$ cat src/rtl/yrsp_pkg.sv
`timescale 1ns / 1ps

package yrsp_pkg;

	// field and word widths
	localparam int SIG_W   = 32;
	localparam int GAIN_W  = 16;
	localparam int IN_W    = 24;
	localparam int TURN_W  = 16;
	localparam int ADDR_W  = 4;
	localparam int CFG_W   = 64;
	localparam int IN_DATA_W  = 48;
	localparam int OUT_DATA_W = 16;

	// register indexes on the configuration port
	localparam logic [ADDR_W-1:0] REG_CMD_GAIN       = 4'd0;
	localparam logic [ADDR_W-1:0] REG_PF_IN_GAIN     = 4'd1;
	localparam logic [ADDR_W-1:0] REG_PF_FB_GAIN     = 4'd2;
	localparam logic [ADDR_W-1:0] REG_FORWARD_GAIN   = 4'd3;
	localparam logic [ADDR_W-1:0] REG_MODEL_GAINS    = 4'd4;
	localparam logic [ADDR_W-1:0] REG_LOOP_GAIN      = 4'd5;
	localparam logic [ADDR_W-1:0] REG_PRED_IN_GAIN   = 4'd6;
	localparam logic [ADDR_W-1:0] REG_PRED_GAINS     = 4'd7;

	// turn clamp, +/-100.0 in q8.8
	localparam logic signed [SIG_W-1:0] TURN_LIMIT = 32'sd25600;

	// rounding offset for the q2.14 product, half an lsb
	localparam logic signed [48:0] ROUND_HALF = 49'sd8192;

endpackage

$ cat src/rtl/yaw_rate_smith_predictor.sv
`timescale 1ns / 1ps

// Yaw rate controller with a Smith-style predictor, one control tick per item.
// Input item on s_*: commanded and measured yaw rate, signed q16.8.
// Result item on m_*: turn value, signed q8.8, clamped to +/-100.0.
// Gains are written through cfg_we / cfg_addr / cfg_data, by the user only while
// the block is idle (the block does not enforce it); an index above 7 is dropped.
// All twelve q2.14 products of a tick go through one 32x16 multiplier, and
// all sums and differences through one saturating adder, stepped by a small
// sequencer. The multiplier is registered and its rounded result is used in the
// next state. A tick runs the compute states S_CMD to S_FAST, then S_OUT loads
// the output register; s_tready comes back in the same cycle as the result item
// shows, so a new item is accepted only after the last one has left the sequencer.
// s_tready is low for the whole tick. If the receiver stalls, the finished
// value waits in the sequencer until the output register is free; the output
// register itself holds its item until m_tready.
// Reset clears all gains, filter states and both delay lines to zero.
module yaw_rate_smith_predictor #(
	parameter int DELAY_STEPS = 6
) (
	input  logic                                 clk,
	input  logic                                 arst_n,
	input  logic                                 s_tvalid,
	output logic                                 s_tready,
	// rate_command [23:0], rate_measured [47:24]
	input  logic [yrsp_pkg::IN_DATA_W-1:0]       s_tdata,
	output logic                                 m_tvalid,
	input  logic                                 m_tready,
	// turn_value [15:0]
	output logic [yrsp_pkg::OUT_DATA_W-1:0]      m_tdata,
	input  logic                                 cfg_we,
	input  logic [yrsp_pkg::ADDR_W-1:0]          cfg_addr,
	input  logic [yrsp_pkg::CFG_W-1:0]           cfg_data
);

	typedef enum logic [3:0] {
		S_IDLE,
		S_CMD,
		S_SHAPE,
		S_CIN,
		S_PF,
		S_FF,
		S_TURN,
		S_MODEL,
		S_INT,
		S_SIN,
		S_SLOW_A,
		S_SLOW,
		S_FAST_A,
		S_FAST,
		S_OUT
	} state_t;

	state_t state_q;

	// gains
	logic signed [15:0] cmd_gain_q;
	logic signed [15:0] pf_in_gain_q;
	logic signed [15:0] pf_fb_gain_q;
	logic signed [15:0] forward_gain_q;
	logic        [31:0] model_gains_q;
	logic signed [15:0] loop_gain_q;
	logic signed [15:0] pred_in_gain_q;
	logic        [63:0] pred_gains_q;

	// latched input item
	logic signed [23:0] cmd_q;
	logic signed [23:0] meas_q;

	// controller state
	logic signed [31:0] pf_state_q;
	logic signed [31:0] model_state_q;
	logic signed [31:0] int_state_q;
	logic signed [31:0] fast_state_q;
	logic signed [31:0] slow_state_q;
	logic signed [31:0] pred_prev_q;
	logic signed [31:0] model_dly_q [DELAY_STEPS];
	logic signed [31:0] pred_dly_q  [DELAY_STEPS];

	// per-tick scratch
	logic signed [31:0] shaped_q;
	logic signed [31:0] ff_q;
	logic signed [31:0] cin_q;
	logic signed [31:0] sin_q;
	logic signed [31:0] tmp_q;
	logic signed [15:0] turn_q;

	// shared multiplier
	logic signed [31:0] mul_a;
	logic signed [15:0] mul_b;
	logic signed [47:0] prod_q;
	logic signed [48:0] prod_rnd;
	logic signed [34:0] prod_shr;
	logic signed [31:0] rsat;

	// shared saturating adder
	logic signed [31:0] alu_a;
	logic signed [31:0] alu_b;
	logic               alu_sub;
	logic signed [32:0] alu_wide;
	logic signed [31:0] alu_sum;
	logic signed [15:0] turn_clamp;

	logic out_free;

	assign s_tready = (state_q == S_IDLE);
	assign out_free = !m_tvalid || m_tready;

	// operand select for the multiplier
	always_comb begin
		mul_a = '0;
		mul_b = '0;
		case (state_q)
			S_CMD: begin
				mul_a = {{8{cmd_q[23]}}, cmd_q};
				mul_b = cmd_gain_q;
			end
			S_SHAPE: begin
				mul_a = pf_state_q;
				mul_b = pf_fb_gain_q;
			end
			S_CIN: begin
				mul_a = shaped_q;
				mul_b = pf_in_gain_q;
			end
			S_PF: begin
				mul_a = shaped_q;
				mul_b = forward_gain_q;
			end
			S_FF: begin
				mul_a = model_dly_q[DELAY_STEPS-1];
				mul_b = signed'(model_gains_q[31:16]);
			end
			S_TURN: begin
				mul_a = model_state_q;
				mul_b = signed'(model_gains_q[15:0]);
			end
			S_MODEL: begin
				mul_a = cin_q;
				mul_b = loop_gain_q;
			end
			S_INT: begin
				mul_a = int_state_q;
				mul_b = pred_in_gain_q;
			end
			S_SIN: begin
				mul_a = pred_dly_q[DELAY_STEPS-1];
				mul_b = signed'(pred_gains_q[31:16]);
			end
			S_SLOW_A: begin
				mul_a = slow_state_q;
				mul_b = signed'(pred_gains_q[15:0]);
			end
			S_SLOW: begin
				mul_a = sin_q;
				mul_b = signed'(pred_gains_q[63:48]);
			end
			S_FAST_A: begin
				mul_a = fast_state_q;
				mul_b = signed'(pred_gains_q[47:32]);
			end
			default: begin
				mul_a = '0;
				mul_b = '0;
			end
		endcase
	end

	// round half up, floor by 2^14, saturate to 32 bits
	always_comb begin
		prod_rnd = {prod_q[47], prod_q} + yrsp_pkg::ROUND_HALF;
		prod_shr = prod_rnd[48:14];
		if (prod_shr[34:31] == 4'b0000 || prod_shr[34:31] == 4'b1111) begin
			rsat = prod_shr[31:0];
		end else if (prod_shr[34]) begin
			rsat = 32'sh8000_0000;
		end else begin
			rsat = 32'sh7fff_ffff;
		end
	end

	// operand select for the adder
	always_comb begin
		alu_a   = '0;
		alu_b   = '0;
		alu_sub = 1'b0;
		case (state_q)
			S_CMD: begin
				alu_a = model_state_q;
				alu_b = {{8{meas_q[23]}}, meas_q};
			end
			S_SHAPE: begin
				alu_a   = rsat;
				alu_b   = pf_state_q;
				alu_sub = 1'b1;
			end
			S_CIN: begin
				alu_a   = cin_q;
				alu_b   = pred_prev_q;
				alu_sub = 1'b1;
			end
			S_PF, S_MODEL, S_SLOW, S_FAST: begin
				alu_a = rsat;
				alu_b = tmp_q;
			end
			S_FF: begin
				alu_a   = fast_state_q;
				alu_b   = slow_state_q;
				alu_sub = 1'b1;
			end
			S_TURN: begin
				alu_a = ff_q;
				alu_b = int_state_q;
			end
			S_INT: begin
				alu_a = rsat;
				alu_b = int_state_q;
			end
			default: begin
				alu_a   = '0;
				alu_b   = '0;
				alu_sub = 1'b0;
			end
		endcase
	end

	// saturating add or subtract, then the turn clamp
	always_comb begin
		if (alu_sub) begin
			alu_wide = {alu_a[31], alu_a} - {alu_b[31], alu_b};
		end else begin
			alu_wide = {alu_a[31], alu_a} + {alu_b[31], alu_b};
		end
		if (alu_wide[32] == alu_wide[31]) begin
			alu_sum = alu_wide[31:0];
		end else if (alu_wide[32]) begin
			alu_sum = 32'sh8000_0000;
		end else begin
			alu_sum = 32'sh7fff_ffff;
		end
		if (alu_sum > yrsp_pkg::TURN_LIMIT) begin
			turn_clamp = yrsp_pkg::TURN_LIMIT[15:0];
		end else if (alu_sum < -yrsp_pkg::TURN_LIMIT) begin
			turn_clamp = 16'(-yrsp_pkg::TURN_LIMIT);
		end else begin
			turn_clamp = alu_sum[15:0];
		end
	end

	// sequencer, gains, state and output register
	always_ff @(posedge clk or negedge arst_n) begin
		if (!arst_n) begin
			state_q        <= S_IDLE;
			cmd_gain_q     <= '0;
			pf_in_gain_q   <= '0;
			pf_fb_gain_q   <= '0;
			forward_gain_q <= '0;
			model_gains_q  <= '0;
			loop_gain_q    <= '0;
			pred_in_gain_q <= '0;
			pred_gains_q   <= '0;
			pf_state_q     <= '0;
			model_state_q  <= '0;
			int_state_q    <= '0;
			fast_state_q   <= '0;
			slow_state_q   <= '0;
			pred_prev_q    <= '0;
			for (int k = 0; k < DELAY_STEPS; k++) begin
				model_dly_q[k] <= '0;
				pred_dly_q[k]  <= '0;
			end
			cmd_q    <= '0;
			meas_q   <= '0;
			shaped_q <= '0;
			ff_q     <= '0;
			cin_q    <= '0;
			sin_q    <= '0;
			tmp_q    <= '0;
			turn_q   <= '0;
			prod_q   <= '0;
			m_tvalid <= 1'b0;
			m_tdata  <= '0;
		end else begin
			prod_q <= mul_a * mul_b;

			// configuration writes
			if (cfg_we) begin
				case (cfg_addr)
					yrsp_pkg::REG_CMD_GAIN:     cmd_gain_q     <= cfg_data[15:0];
					yrsp_pkg::REG_PF_IN_GAIN:   pf_in_gain_q   <= cfg_data[15:0];
					yrsp_pkg::REG_PF_FB_GAIN:   pf_fb_gain_q   <= cfg_data[15:0];
					yrsp_pkg::REG_FORWARD_GAIN: forward_gain_q <= cfg_data[15:0];
					yrsp_pkg::REG_MODEL_GAINS:  model_gains_q  <= cfg_data[31:0];
					yrsp_pkg::REG_LOOP_GAIN:    loop_gain_q    <= cfg_data[15:0];
					yrsp_pkg::REG_PRED_IN_GAIN: pred_in_gain_q <= cfg_data[15:0];
					yrsp_pkg::REG_PRED_GAINS:   pred_gains_q   <= cfg_data;
					default: ;
				endcase
			end

			// output register drains, unless refilled in the same cycle
			if (m_tvalid && m_tready && state_q != S_OUT) begin
				m_tvalid <= 1'b0;
			end

			case (state_q)
				S_IDLE: begin
					if (s_tvalid) begin
						cmd_q   <= s_tdata[23:0];
						meas_q  <= s_tdata[47:24];
						state_q <= S_CMD;
					end
				end
				S_CMD: begin
					// model output plus measured rate
					cin_q   <= alu_sum;
					state_q <= S_SHAPE;
				end
				S_SHAPE: begin
					shaped_q <= alu_sum;
					state_q  <= S_CIN;
				end
				S_CIN: begin
					// loop error, previous predictor output removed
					tmp_q   <= rsat;
					cin_q   <= alu_sum;
					state_q <= S_PF;
				end
				S_PF: begin
					pf_state_q <= alu_sum;
					state_q    <= S_FF;
				end
				S_FF: begin
					ff_q        <= rsat;
					pred_prev_q <= alu_sum;
					state_q     <= S_TURN;
				end
				S_TURN: begin
					// feedforward plus integrator output before its update
					tmp_q   <= rsat;
					turn_q  <= turn_clamp;
					state_q <= S_MODEL;
				end
				S_MODEL: begin
					model_state_q  <= alu_sum;
					model_dly_q[0] <= shaped_q;
					for (int k = 1; k < DELAY_STEPS; k++) begin
						model_dly_q[k] <= model_dly_q[k-1];
					end
					state_q <= S_INT;
				end
				S_INT: begin
					int_state_q <= alu_sum;
					state_q     <= S_SIN;
				end
				S_SIN: begin
					sin_q         <= rsat;
					pred_dly_q[0] <= rsat;
					for (int k = 1; k < DELAY_STEPS; k++) begin
						pred_dly_q[k] <= pred_dly_q[k-1];
					end
					state_q <= S_SLOW_A;
				end
				S_SLOW_A: begin
					tmp_q   <= rsat;
					state_q <= S_SLOW;
				end
				S_SLOW: begin
					slow_state_q <= alu_sum;
					state_q      <= S_FAST_A;
				end
				S_FAST_A: begin
					tmp_q   <= rsat;
					state_q <= S_FAST;
				end
				S_FAST: begin
					fast_state_q <= alu_sum;
					state_q      <= S_OUT;
				end
				S_OUT: begin
					// wait for a free output slot
					if (out_free) begin
						m_tvalid <= 1'b1;
						m_tdata  <= turn_q;
						state_q  <= S_IDLE;
					end
				end
				default: begin
					state_q <= S_IDLE;
				end
			endcase
		end
	end

endmodule

$ cat config.mk
export PLATFORM = sky130hd
export DESIGN_NAME = yaw_rate_smith_predictor
export DESIGN_NICKNAME = d
export VERILOG_FILES = /design/src/rtl/yrsp_pkg.sv /design/src/rtl/yaw_rate_smith_predictor.sv
export SDC_FILE = /design/constraint.sdc
export NUM_CORES = 2
export LEC_CHECK = 0
export ABC_AREA = 1
export BUFFER_PORTS_ARGS = -buffer_cell sky130_fd_sc_hd__buf_2
export CORE_UTILIZATION = 43
export CTS_CLUSTER_DIAMETER = 30
export DETAILED_ROUTE_END_ITERATION = 12
export GPL_ROUTABILITY_DRIVEN = 0
export PLACE_DENSITY = 0.57
export SETUP_SLACK_MARGIN = 0.5
export SYNTH_ARGS = -nofsm -noshare
export SYNTH_HDL_FRONTEND = slang
export SYNTH_SLANG_ARGS = --single-unit
$ cat constraint.sdc
create_clock -name clk -period 9.77 [get_ports clk]
set_input_delay 1.4655 -clock clk [delete_from_list [all_inputs] [get_ports clk]]
set_output_delay 1.4655 -clock clk [all_outputs]
set_load 0.02 [all_outputs]
==> run_summary.xml <==
<?xml version="1.0" encoding="UTF-8"?>
<metrics>
  <group name="logic_synthesis">
    <metric name="synthAdderAreaFrac" unit="%">18.25</metric>
    <metric name="muxShareOfSynthArea" unit="%">1.316</metric>
    <metric name="synth_simple_gate_area_share" unit="%">16.90</metric>
    <metric name="synth.largest_area_cell" unit="">dfrtp_1</metric>
    <metric name="post_synth_instance_area" unit="um2">63310</metric>
    <metric name="syn-instance-count" unit="">7419</metric>
    <metric name="largest_family_of_logic_cells_by_synthesized_area" unit="">adder cells</metric>
    <metric name="synth-edff-count" unit="">0</metric>
    <metric name="synth.top_cells.by_area" unit="">dfrtp_1, fa_1, nand2_1</metric>
    <metric name="post_synth_xor_area_fraction" unit="%">1.785</metric>
    <metric name="synth_top_flop_cell" unit="">dfrtp_1</metric>
    <metric name="yosys_register_bits" unit="">1016</metric>
    <metric name="synthesis.nets" unit="">8171</metric>
    <metric name="post_synthesis_async_set_or_reset_flop_share" unit="%">100.0</metric>
    <metric name="yosys_top_cell_area_share" unit="%">40.16</metric>
    <metric name="ys_warn_count" unit="">0</metric>
    <metric name="yosys-top-cells-count" unit="">nand2_1, inv_1, dfrtp_1</metric>
    <metric name="synth.most_common_cell" unit="">nand2_1</metric>
    <metric name="synth_compound_area_share" unit="%">12.83</metric>
    <metric name="number_of_distinct_library_cells_after_synthesis" unit="">59</metric>
    <metric name="synth.yosys.seq_area_share" unit="%">40.16</metric>
    <metric name="synthesized_area_divided_by_synthesized_cell_count" unit="um2">8.533</metric>
  </group>
  <group name="floorplanning">
    <metric name="initial_core_util" unit="%">43.39</metric>
    <metric name="die_x" unit="um">385.7</metric>
    <metric name="floorplan.die.height" unit="um">385.7</metric>
    <metric name="boundaryPins" unit="">139</metric>
    <metric name="num_rows" unit="">140</metric>
    <metric name="dieArea" unit="um2">148800</metric>
    <metric name="coreArea" unit="um2">145900</metric>
  </group>
  <group name="final_layout">
    <metric name="drive_gt1_share" unit="%">11.79</metric>
    <metric name="nets" unit="">8398</metric>
    <metric name="fillCellCount" unit="">13613</metric>
    <metric name="area_growth" unit="%">19.34</metric>
  </group>
  <group name="setup_path">
    <metric name="worstPathArrival" unit="ns">9.75</metric>
    <metric name="category_of_the_worst_setup_path_launch_point" unit="">flop</metric>
    <metric name="path_max_fanout" unit="">17</metric>
    <metric name="worst_setup_path_end_kind" unit="">flop</metric>
    <metric name="path_class" unit="">flop to flop</metric>
    <metric name="worst-endpoint-required" unit="ns">10.55</metric>
  </group>
  <group name="detailed_routing">
    <metric name="ant_nets" unit="">0</metric>
    <metric name="drt_iter0_markers" unit="">6143</metric>
    <metric name="vias" unit="">53651</metric>
    <metric name="remaining_drc_errors" unit="">0</metric>
    <metric name="routedWlPerCell" unit="um">22.53</metric>
    <metric name="drtPass1Iterations" unit="">8</metric>
    <metric name="viasPerCell" unit="">5.498</metric>
    <metric name="detail_route.wirelength" unit="mm">219.8</metric>
  </group>
  <group name="sta">
    <metric name="fin_worst_skew" unit="ns">0.1206</metric>
    <metric name="fmax" unit="GHz">0.1116</metric>
    <metric name="setup_viol_count_final" unit="">0</metric>
    <metric name="layout_min_cycle_time" unit="ns">8.964</metric>
    <metric name="report.final.slew_viol_count" unit="">0</metric>
    <metric name="tightest_slew" unit="ns">1.177</metric>
    <metric name="report.final.hold_viol_count" unit="">0</metric>
    <metric name="fin_crit_sh" unit="%">91.75</metric>
    <metric name="setup_repair_after_global_routing_missed_its_margin" unit="">no</metric>
    <metric name="setup-tns-final" unit="ns">0</metric>
    <metric name="relative_slew_slack" unit="%">21.50</metric>
  </group>
  <group name="grt">
    <metric name="grt_util_met2" unit="%">44.10</metric>
    <metric name="busiest_layer" unit="">met2</metric>
    <metric name="grt_max_degree" unit="">188</metric>
    <metric name="global_route.usage.met1" unit="%">42.75</metric>
    <metric name="grt.met3_usage" unit="%">6.686</metric>
    <metric name="grt_remaining_overflow" unit="">0</metric>
    <metric name="grt_pass1_vias" unit="">53225</metric>
    <metric name="groute.usage.overall" unit="%">30.08</metric>
    <metric name="initial_antenna_violation_count" unit="">8</metric>
    <metric name="grt_pass1_wl" unit="mm">334.8</metric>
  </group>
  <group name="min_path">
    <metric name="hold_path.class" unit="">flop to flop</metric>
  </group>
  <group name="clock_tree">
    <metric name="worstSkewPairLatency" unit="ns">0.91</metric>
    <metric name="cts_hold_buffers" unit="">0</metric>
    <metric name="cts-htree-levels" unit="">4</metric>
    <metric name="clock_sinks" unit="">1016</metric>
    <metric name="ctsLongestPathBuffers" unit="">3</metric>
    <metric name="root_buffer" unit="">clkbuf_16</metric>
    <metric name="cts-buffers-inserted" unit="">236</metric>
    <metric name="clkSlewWorstSetupHoldPaths" unit="ns">0.05</metric>
    <metric name="tritoncts" unit="">done</metric>
  </group>
  <group name="status">
    <metric name="run_status" unit="">complete, no violations</metric>
  </group>
  <group name="placement">
    <metric name="detailed_place_hpwl" unit="mm">160.6</metric>
    <metric name="numPortBuffers" unit="">138</metric>
  </group>
  <group name="flow_run">
    <metric name="cap_violations" unit="">0</metric>
  </group>
</metrics>
-- routing by layer --
| metal | routed length (um) | vias to the layer above |
|---|---|---|
| li1 | - | 24052 |
| met1 | 94080 | 26633 |
| met2 | 94150 | 2539 |
| met3 | 21710 | 425 |
| met4 | 9866 | 2 |
| met5 | 14 | - |
-- cell usage in the layout, fill, tap and decap left out, types with 46 or more instances in the layout --
master     count
fa_1         486
nand3_1      175
xor2_1        88
mux2_2        74
o22ai_1       82
clkbuf_16    236
buf_2        137
buf_4        194
clkinv_2      46
a221oi_1     101
a21oi_1      166
dfrtp_1     1016
nand2_1     1844
o21ai_0      960
inv_1       1031
nor2_1       515
ha_1         144
-- what timing repair did --
item                       CTS  global route
gates resized for setup      0            11
setup buffers                0             8
setup endpoints to repair    0            23
-- critical path, cell delays in order, from the launching register on --
cell,delay [ns]
dfrtp_1,0.47
nor2_2,0.43
nand2_2,0.48
buf_4,0.35
o22ai_1,0.39
a221oi_1,0.14
nand3_1,0.34
clkinv_1,0.19
buf_4,0.28
nor2_1,0.21
inv_1,0.08
fa_1,0.60
fa_2,0.77
fa_1,0.49
fa_1,0.55
inv_1,0.05
fa_1,0.48
inv_1,0.06
fa_1,0.53
inv_1,0.05
ha_1,0.38
a21oi_1,0.26
o21ai_0,0.17
inv_1,0.09
nor2_1,0.05
a2111oi_0,0.58
nand2_1,0.16
xor2_1,0.17
-- metrics by stage --
stage	hold WS, ns	instances	setup WS [ns]	util [%]	cell area [um2]
2_1_floorplan	0.4422	7419	2.127	-	63310
3_3_place_gp	0.4526	9316	0.1766	45.74	66740
3_5_place_dp	0.4539	9317	0.7910	45.75	66750
4_1_cts	0.4358	9749	0.7398	51.67	75400
5_1_grt	0.4700	9757	0.5063	51.77	75540
6_report	0.4326	9759	0.8061	51.78	75550
-- cells by family (layout without fill, tap and decap cells) --
kind of cell / after synthesis / after routing
other: 0 / 2
buffers and inverters: 1426 / 1847
AND/OR/NAND/NOR: 2694 / 2694
multiplexers: 74 / 74
XOR/XNOR: 129 / 129
flip-flops: 1016 / 1016
adder cells (fa/ha/maj): 631 / 631
AO/OA/AOI/OAI: 1449 / 1449
-- flip-flops by register name (all words and copies together) (netlist names), 24 cells and up --
name and count:
cin_q 32, cmd_q 24, fast_state_q 32, ff_q 32, int_state_q 32, meas_q 24, model_dly_q 192, model_gains_q 32
model_state_q 32, pf_state_q 32, pred_dly_q 160, pred_gains_q 64, pred_prev_q 32, prod_q 35, shaped_q 32, sin_q 32
slow_state_q 32, tmp_q 32
-- path summary, 6_finish.rpt --
kind	startpoint	to	slack, ns	cells after the start
min	model_dly_q[57]	model_dly_q[25]	0.43	2
min reg2reg	model_dly_q[57]	model_dly_q[25]	0.43	2
max in group asynchronous	arst_n	model_dly_q[136]	6.97	3
min in group asynchronous	arst_n	pf_state_q[27]	0.58	1
max	state_q[0]	prod_q[46]	0.81	27
max reg2reg	state_q[0]	prod_q[46]	0.81	27
-- layout make-up --
class                      count  area, um2  share of cell area (%)
clock inverter               134       2098                   2.777
multi-input combinational   4977      32540                   43.07
tap                         1917       2399                   3.175
sequential                  1016      25420                   33.65
antenna                        2      5.005                0.006625
inverter                    1065       4016                   5.316
timing repair buffer         350       2517                   3.332
clock buffer                 298       6549                   8.668
Power is left out: the tool's default activity adds up to more than one toggle a clock period on the data nets, which glitch-free logic cannot reach.
